[config.mk]
export PLATFORM = sky130hd
export DESIGN_NAME = contiguous_access_segment_counter_top_flat
export DESIGN_NICKNAME = d
export VERILOG_FILES = /design/src/casc_pkg.sv /design/src/casc_req_if.sv /design/src/casc_rsp_if.sv /design/src/contiguous_access_segment_counter_top.sv /design/src/flat_wrapper.sv
export VERILOG_INCLUDE_DIRS = /design/src /design/src/src
export SDC_FILE = /design/constraint.sdc
export NUM_CORES = 2
export LEC_CHECK = 0
export ABC_AREA = 1
export BUFFER_PORTS_ARGS = -buffer_cell sky130_fd_sc_hd__buf_4
export CORE_UTILIZATION = 30
export DETAILED_ROUTE_END_ITERATION = 8
export SLEW_MARGIN = 25
export SYNTH_ARGS = -nofsm -noshare
export SYNTH_HDL_FRONTEND = slang
export SYNTH_SLANG_ARGS = --single-unit
export TNS_END_PERCENT = 10
[constraint.sdc]
create_clock -name clk -period 28.3 [get_ports clk]
set_clock_uncertainty 0.2 [all_clocks]
set_input_delay 1.415 -clock clk [delete_from_list [all_inputs] [get_ports clk]]
set_output_delay 1.415 -clock clk [all_outputs]
set_load 0.03 [all_outputs]
[src/contiguous_access_segment_counter_top_defines.svh]
// ----------------------------------------------------------------------------
// Assertion macros for the contiguous access segment counter
// Shared helpers that wrap concurrent assertions on the block's clock and reset.
// ----------------------------------------------------------------------------
`ifndef CONTIGUOUS_ACCESS_SEGMENT_COUNTER_TOP_DEFINES_SVH
`define CONTIGUOUS_ACCESS_SEGMENT_COUNTER_TOP_DEFINES_SVH

// The consequent must hold in the same cycle as the antecedent.
`define CASC_ASSERT_SAME(lbl, ante, cons, msg) \
	lbl: assert property (@(posedge clk) disable iff (!arst_n) (ante) |-> (cons)) \
		else $error(msg);

// The consequent must hold in the cycle after the antecedent.
`define CASC_ASSERT_NEXT(lbl, ante, cons, msg) \
	lbl: assert property (@(posedge clk) disable iff (!arst_n) (ante) |=> (cons)) \
		else $error(msg);

`endif

[src/casc_pkg.sv]
// ----------------------------------------------------------------------------
// casc_pkg
// Widths, register indexes, types and the long division step shared by the
// contiguous access segment counter and its channel interfaces.
// ----------------------------------------------------------------------------
package casc_pkg;

	localparam int POS_W     = 31;
	localparam int LEN_W     = 16;
	localparam int WID_W     = 9;
	localparam int TR_W      = 2;
	localparam int PART_W    = 2;
	localparam int FULL_W    = 16;
	localparam int DVD_W     = 32;
	localparam int BPS       = 4;
	localparam int DIV_STAGES = DVD_W / BPS;
	localparam int CFG_IDX_W = 1;

	localparam logic [CFG_IDX_W-1:0] REG_ACCESS_WIDTH = 1'b0;
	localparam logic [CFG_IDX_W-1:0] REG_LINE_WIDTH   = 1'b1;

	localparam logic [WID_W-1:0] WIDTH_RESET = 9'd32;

	typedef struct packed {
		logic zero_len;
		logic one_len;
		logic fits_seg;
		logic short_line;
	} len_flags_t;

	typedef struct packed {
		logic [WID_W-1:0] rem;
		logic [BPS-1:0]   quo;
	} chunk_t;

	// Restoring division over BPS dividend bits, most significant first.
	// The incoming remainder is always below the divisor.
	function automatic chunk_t div_chunk(
		input logic [WID_W-1:0] rem,
		input logic [BPS-1:0]   bits,
		input logic [WID_W-1:0] dvsr
	);
		logic [WID_W:0] r;
		chunk_t         res;
		r = {1'b0, rem};
		res = '0;
		for (int i = BPS - 1; i >= 0; i--) begin
			r = {r[WID_W-1:0], bits[i]};
			if (r >= {1'b0, dvsr}) begin
				r = r - {1'b0, dvsr};
				res.quo[i] = 1'b1;
			end else begin
				res.quo[i] = 1'b0;
			end
		end
		res.rem = r[WID_W-1:0];
		return res;
	endfunction

endpackage

[src/casc_req_if.sv]
// ----------------------------------------------------------------------------
// casc_req_if
// Valid/ready channel that carries one contiguous access description.
// ----------------------------------------------------------------------------
interface casc_req_if;
	logic                        valid;
	logic                        ready;
	logic [casc_pkg::POS_W-1:0] start_pos;
	logic [casc_pkg::LEN_W-1:0] length;

	modport source (output valid, output start_pos, output length, input ready);
	modport sink   (input valid, input start_pos, input length, output ready);
endinterface

[src/casc_rsp_if.sv]
// ----------------------------------------------------------------------------
// casc_rsp_if
// Valid/ready channel that carries the transaction and cache line counts.
// ----------------------------------------------------------------------------
interface casc_rsp_if;
	logic                         valid;
	logic                         ready;
	logic [casc_pkg::TR_W-1:0]   transactions;
	logic [casc_pkg::FULL_W-1:0] full_lines;
	logic [casc_pkg::PART_W-1:0] partial_lines;

	modport source (output valid, output transactions, output full_lines,
		output partial_lines, input ready);
	modport sink   (input valid, input transactions, input full_lines,
		input partial_lines, output ready);
endinterface

[src/contiguous_access_segment_counter_top.sv]
// ----------------------------------------------------------------------------
// Contiguous access segment counter: an input stage, eight four-bit long division stages
// and an output register. A result goes from the input stage through the division stages
// to the output register, which offers it on the result channel.
// One access is taken every cycle; a stalled output holds the whole pipeline.
// Reset clears all stage valid bits and sets both width registers to 32.
// ----------------------------------------------------------------------------
`include "contiguous_access_segment_counter_top_defines.svh"

module contiguous_access_segment_counter_top (
	input  logic                            clk,
	input  logic                            arst_n,
	input  logic                            cfg_we,
	input  logic [casc_pkg::CFG_IDX_W-1:0]  cfg_index,
	input  logic [casc_pkg::WID_W-1:0]      cfg_wdata,
	casc_req_if.sink                        request,
	casc_rsp_if.source                      result
);

	localparam int N = casc_pkg::DIV_STAGES;

	// Effective widths: a written zero is held as one.
	logic [casc_pkg::WID_W-1:0] access_width_q;
	logic [casc_pkg::WID_W-1:0] line_width_q;
	logic [casc_pkg::WID_W-1:0] cfg_eff;

	// Stage arrays: index 0 is the input stage, index k holds the state after
	// k division steps of four bits each.
	logic                          valid_s   [N+1];
	logic [casc_pkg::DVD_W-1:0]    pos_s     [N+1];
	logic [casc_pkg::DVD_W-1:0]    sum_s     [N+1];
	logic [casc_pkg::LEN_W-1:0]    len_s     [N+1];
	casc_pkg::len_flags_t          flags_s   [N+1];
	logic [casc_pkg::WID_W-1:0]    rem_a_s   [N+1];
	logic [casc_pkg::WID_W-1:0]    rem_b_s   [N+1];
	logic [casc_pkg::WID_W-1:0]    rem_c_s   [N+1];
	logic [casc_pkg::FULL_W-1:0]   quo_b_s   [N+1];
	logic [casc_pkg::FULL_W-1:0]   quo_c_s   [N+1];

	logic                          valid_s10;
	logic [casc_pkg::TR_W-1:0]     tr_s10;
	logic [casc_pkg::FULL_W-1:0]   full_s10;
	logic [casc_pkg::PART_W-1:0]   part_s10;

	logic                          adv;
	casc_pkg::len_flags_t          flags_in;
	logic [casc_pkg::TR_W-1:0]     tr_d;
	logic [casc_pkg::FULL_W-1:0]   full_d;
	logic [casc_pkg::PART_W-1:0]   part_d;

	// The whole pipeline moves together whenever the output register is free.
	assign adv = !valid_s10 || result.ready;
	assign request.ready = adv;

	assign cfg_eff = (cfg_wdata == '0) ? casc_pkg::WID_W'(1) : cfg_wdata;

	always_ff @(posedge clk or negedge arst_n) begin
		if (!arst_n) begin
			access_width_q <= casc_pkg::WIDTH_RESET;
			line_width_q   <= casc_pkg::WIDTH_RESET;
		end else if (cfg_we) begin
			unique case (cfg_index)
				casc_pkg::REG_ACCESS_WIDTH: access_width_q <= cfg_eff;
				casc_pkg::REG_LINE_WIDTH:   line_width_q   <= cfg_eff;
				default: ;
			endcase
		end
	end

	always_comb begin
		flags_in.zero_len   = (request.length == '0);
		flags_in.one_len    = (request.length == casc_pkg::LEN_W'(1));
		flags_in.fits_seg   = (request.length <= {7'b0, access_width_q});
		flags_in.short_line = (request.length <  {7'b0, line_width_q});
	end

	always_ff @(posedge clk or negedge arst_n) begin
		if (!arst_n) begin
			valid_s[0] <= 1'b0;
		end else if (adv) begin
			valid_s[0] <= request.valid;
		end
	end

	always_ff @(posedge clk) begin
		if (adv) begin
			pos_s[0]   <= {1'b0, request.start_pos};
			sum_s[0]   <= {1'b0, request.start_pos} + {16'b0, request.length};
			len_s[0]   <= request.length;
			flags_s[0] <= flags_in;
			rem_a_s[0] <= '0;
			rem_b_s[0] <= '0;
			rem_c_s[0] <= '0;
			quo_b_s[0] <= '0;
			quo_c_s[0] <= '0;
		end
	end

	// Three division lanes: start position by segment width, start position
	// by line width, and the end position by line width. Only the low
	// quotient bits are kept, as the line count is their difference.
	for (genvar k = 1; k <= N; k++) begin : g_div
		localparam int MSB = casc_pkg::DVD_W - 1 - casc_pkg::BPS * (k - 1);
		casc_pkg::chunk_t step_a;
		casc_pkg::chunk_t step_b;
		casc_pkg::chunk_t step_c;

		assign step_a = casc_pkg::div_chunk(rem_a_s[k-1], pos_s[k-1][MSB -: casc_pkg::BPS],
			access_width_q);
		assign step_b = casc_pkg::div_chunk(rem_b_s[k-1], pos_s[k-1][MSB -: casc_pkg::BPS],
			line_width_q);
		assign step_c = casc_pkg::div_chunk(rem_c_s[k-1], sum_s[k-1][MSB -: casc_pkg::BPS],
			line_width_q);

		always_ff @(posedge clk or negedge arst_n) begin
			if (!arst_n) begin
				valid_s[k] <= 1'b0;
			end else if (adv) begin
				valid_s[k] <= valid_s[k-1];
			end
		end

		always_ff @(posedge clk) begin
			if (adv) begin
				pos_s[k]   <= pos_s[k-1];
				sum_s[k]   <= sum_s[k-1];
				len_s[k]   <= len_s[k-1];
				flags_s[k] <= flags_s[k-1];
				rem_a_s[k] <= step_a.rem;
				rem_b_s[k] <= step_b.rem;
				rem_c_s[k] <= step_c.rem;
				quo_b_s[k] <= {quo_b_s[k-1][casc_pkg::FULL_W-casc_pkg::BPS-1:0], step_b.quo};
				quo_c_s[k] <= {quo_c_s[k-1][casc_pkg::FULL_W-casc_pkg::BPS-1:0], step_c.quo};
			end
		end
	end

	always_comb begin
		logic                      head_nz;
		logic                      tail_nz;
		logic [casc_pkg::LEN_W:0]  seg_end;
		logic [casc_pkg::LEN_W:0]  line_end;
		head_nz  = (rem_b_s[N] != '0);
		tail_nz  = (rem_c_s[N] != '0);
		seg_end  = {8'b0, rem_a_s[N]} + {1'b0, len_s[N]};
		line_end = {8'b0, rem_b_s[N]} + {1'b0, len_s[N]};

		if (flags_s[N].zero_len || flags_s[N].one_len) begin
			tr_d = 2'd1;
		end else if (flags_s[N].fits_seg) begin
			tr_d = (seg_end > {8'b0, access_width_q}) ? 2'd2 : 2'd1;
		end else begin
			tr_d = (rem_a_s[N] != '0) ? 2'd3 : 2'd2;
		end

		if (flags_s[N].zero_len) begin
			full_d = '0;
			part_d = '0;
		end else if (flags_s[N].short_line) begin
			full_d = '0;
			part_d = (line_end > {8'b0, line_width_q}) ? 2'd2 : 2'd1;
		end else begin
			full_d = quo_c_s[N] - quo_b_s[N] - {15'b0, head_nz};
			part_d = {1'b0, head_nz} + {1'b0, tail_nz};
		end
	end

	always_ff @(posedge clk or negedge arst_n) begin
		if (!arst_n) begin
			valid_s10 <= 1'b0;
		end else if (adv) begin
			valid_s10 <= valid_s[N];
		end
	end

	always_ff @(posedge clk) begin
		if (adv) begin
			tr_s10   <= tr_d;
			full_s10 <= full_d;
			part_s10 <= part_d;
		end
	end

	assign result.valid         = valid_s10;
	assign result.transactions  = tr_s10;
	assign result.full_lines    = full_s10;
	assign result.partial_lines = part_s10;

	`CASC_ASSERT_SAME(a_result_range, valid_s10,
		(tr_s10 != 2'd0) && (part_s10 != 2'd3), "result count out of range")
	`CASC_ASSERT_NEXT(a_transfer_enters, request.valid && request.ready,
		valid_s[0], "accepted transfer did not enter the pipeline")
	`CASC_ASSERT_NEXT(a_stall_holds, valid_s10 && !result.ready,
		$stable(valid_s[N]) && $stable(rem_a_s[N]) && $stable(quo_c_s[N]),
		"pipeline moved during an output stall")

endmodule
[src/flat_wrapper.sv]
// flat-port wrapper written by rule: the top's interface ports become plain ports
module contiguous_access_segment_counter_top_flat 
  (clk, arst_n, cfg_we, cfg_index, cfg_wdata, request_valid, request_start_pos, request_length, request_ready, result_valid, result_transactions, result_full_lines, result_partial_lines, result_ready);
  casc_req_if request_i ();
  casc_rsp_if result_i ();
  input  logic clk;
  input  logic arst_n;
  input  logic cfg_we;
  input  logic [casc_pkg::CFG_IDX_W-1:0] cfg_index;
  input  logic [casc_pkg::WID_W-1:0] cfg_wdata;
  input wire logic [$bits(request_i.valid)-1:0] request_valid;
  input wire logic [$bits(request_i.start_pos)-1:0] request_start_pos;
  input wire logic [$bits(request_i.length)-1:0] request_length;
  output wire logic [$bits(request_i.ready)-1:0] request_ready;
  output wire logic [$bits(result_i.valid)-1:0] result_valid;
  output wire logic [$bits(result_i.transactions)-1:0] result_transactions;
  output wire logic [$bits(result_i.full_lines)-1:0] result_full_lines;
  output wire logic [$bits(result_i.partial_lines)-1:0] result_partial_lines;
  input wire logic [$bits(result_i.ready)-1:0] result_ready;
  assign request_i.valid = request_valid;
  assign request_i.start_pos = request_start_pos;
  assign request_i.length = request_length;
  assign request_ready = request_i.ready;
  assign result_valid = result_i.valid;
  assign result_transactions = result_i.transactions;
  assign result_full_lines = result_i.full_lines;
  assign result_partial_lines = result_i.partial_lines;
  assign result_i.ready = result_ready;
  contiguous_access_segment_counter_top u_core (.clk(clk), .arst_n(arst_n), .cfg_we(cfg_we), .cfg_index(cfg_index), .cfg_wdata(cfg_wdata), .request(request_i), .result(result_i));
endmodule
==> metrics.cfg <==
[outcome]
status=complete, no violations

[synth]
synth_seq_cells=811
syn_nets=10700
ys_seq_area_frac=0.314
yosysWarnings=0
synth_edf_count=783
yosysUniqueCellTypes=63
synth_top_flop_cell=edfxtp_1
synth_cells=9610
avgSynthCellArea_um2=8.02
synth_area_mm2=0.0770
async_flop_share=0.0345

[detailed_routing]
drtAntennaViolNets=0
wl_per_cell_um=15.0
via_count=63400
wirelength_mm=198
firstDrtPassIters=6
drt-vias-per-instance=4.79
drc_errors=0
drt-initial-drc-count=4051

[cts]
cts.path.max_buffers=3
cts_hold_buf=0
cts_sinks=811
cts_resized=0
tritoncts=yes
path_clk_slew_ns=0.06
htree_levels=3
clock_latency_ns=0.78
cts-buffers-inserted=94
postCtsSetupRepairBufs=0
clockRootBuffer=clkbuf_16

[grt]
grt_first_pass_wirelength_mm=319
grt_max_degree=184
overflow=0
grt_pass1_vias=60100
grtUsageTotal=0.152
antenna_found_initial=3

[sta]
rsz0062_at_grt=no
min_period_ns=9.42
final-hold-violation-count=0
setup_viol=0
fin_crit_sh=0.333
fin_setup_tns_ns=0
tightest_slew_ns=0.978
final_max_slew_viol_count=0
slew_headroom=0.348
fin_ws_ns=18.88
max_freq_mhz=106

[die]
rows=185
dieArea_mm2=0.259
start_util=0.303
die_y_um=509
pin_count=84
die_w_um=509
coreArea_mm2=0.255

[critical_path]
crit_path_end_kind=flop
startpoint_type=flop
cp_max_fo=52
path_class=reg -> reg
cpPeakStageDelay_ns=0.69
crit_required_ns=28.61
cp.arrival_ns=9.73
cp_common_cell=nand2_1
cpMaxStageDelayCell=buf_4

[placement]
gp_congestion=0.891
dp_slack_ns=18.81
dp_hpwl_mm=152
port_buffers=83

[cells_and_area]
syn_to_final_growth_pct=10.5
fillers=26700
nNetsFinal=10900
drive_above_1_share=0.0788

[worst_hold_path]
hp-class=reg -> reg

[job]
maxCapViolations=0

-- critical path, delay by kind of cell, from the launching register on --
family	cells	cell delay (ns)
buf+inv	4	1.96
flops	1	0.63
compound gates	12	2.16
fa+ha+maj	4	1.47
simple gates	20	2.62
-- per-stage QoR --
step | cell area [µm²] | util | std cells | hold WS [ns]
after floorplan | 77000 | - | 9610 | 0.200
after global placement | 81800 | 0.321 | 13100 | 0.200
after detailed placement | 81800 | 0.321 | 13100 | 0.205
after CTS | 85100 | 0.334 | 13200 | 0.157
after global routing | 85100 | 0.334 | 13200 | 0.156
final | 85100 | 0.334 | 13200 | 0.179
-- cell usage in the layout, fill, tap and decap left out, drive strengths merged, types with 60 or more instances in the layout --
| cell type | count |
|---|---|
| xnor2 | 230 |
| o21ai | 480 |
| nand3 | 739 |
| a21oi | 621 |
| inv | 1103 |
| clkbuf | 107 |
| ha | 941 |
| edfxtp | 783 |
| nand4 | 127 |
| nand2 | 2896 |
| a31oi | 74 |
| nor2 | 589 |
| fa | 98 |
| nor3 | 87 |
| buf | 133 |
| a21o | 60 |
| xor2 | 405 |
-- cell usage after synthesis, types with 98 or more instances --
master	count	area share
nand2_1	2791	0.14
ha_1	941	0.15
edfxtp_1	783	0.31
nor2_1	522	0.025
nand4_1	124	0.010
fa_1	98	0.025
o21ai_0	272	0.018
xor2_1	405	0.046
a21oi_1	601	0.039
o21ai_2	112	0.013
inv_1	1070	0.052
xnor2_1	230	0.026
nand3_1	657	0.043
-- registers in the layout (all words and copies together) (netlist names) --
register                     count
u_core.pos_s                   143
u_core.quo_c_s                  40
u_core.rem_b_s                  72
u_core.flags_s                  36
u_core.access_width_q            9
u_core.rem_c_s                  72
u_core.result.valid              1
u_core.result.full_lines        16
u_core.line_width_q              9
u_core.result.partial_lines      2
u_core.valid_s                   9
u_core.quo_b_s                  40
u_core.len_s                   144
u_core.sum_s                   144
u_core.rem_a_s                  72
u_core.result.transactions       2
-- routing by layer --
layer / GRT usage / part of all wire / wire [µm]
met1: 0.207 / 0.48 / 95400
met2: 0.255 / 0.46 / 91100
met3: 0.0150 / 0.039 / 7650
met4: 0.0360 / 0.021 / 4130
met5: 0 / 0 / 0
-- layout make-up --
type / count / area [µm²] / area share
Inverter: 1096 / 4140 / 0.0486
Clock inverter: 67 / 812 / 0.00954
Sequential cell: 811 / 24200 / 0.285
Timing Repair Buffer: 133 / 1050 / 0.0124
Multi-Input combinational cell: 7644 / 48200 / 0.566
Tap cell: 3366 / 4210 / 0.0495
Clock buffer: 107 / 2500 / 0.0293
Antenna cell: 1 / 2.50 / 0.0000294
-- final timing paths --
check	start	endpoint	slack (ns)	depth (start not counted)
max reg2reg	u_core.line_width_q[1]$_DFFE_PN0P_	u_core.rem_c_s[8][1]$_DFFE_PP_	18.88	40
min in group asynchronous	arst_n	u_core.valid_s[7]$_DFFE_PN0P_	0.38	1
min reg2reg	u_core.len_s[0][40]$_DFFE_PP_	u_core.len_s[0][56]$_DFFE_PP_	0.18	0
max in group asynchronous	arst_n	u_core.line_width_q[0]$_DFFE_PN0P_	27.20	1
max	u_core.line_width_q[1]$_DFFE_PN0P_	u_core.rem_c_s[8][1]$_DFFE_PP_	18.88	40
min	u_core.len_s[0][40]$_DFFE_PP_	u_core.len_s[0][56]$_DFFE_PP_	0.18	0
-- cell families after synthesis --
logic type                 after synthesis  share of synthesized area
DFF                                    811                      0.314
and+or+nand+nor                       4539                      0.263
xor gates and xnor gates               635                     0.0722
buffers and inverters                 1155                     0.0605
adders and majority gates             1039                      0.178
AOI/OAI and AO/OA                     1431                      0.112
Power is not shown: default switching activity piles up to over one toggle a cycle in this logic, so the estimate is an artifact.
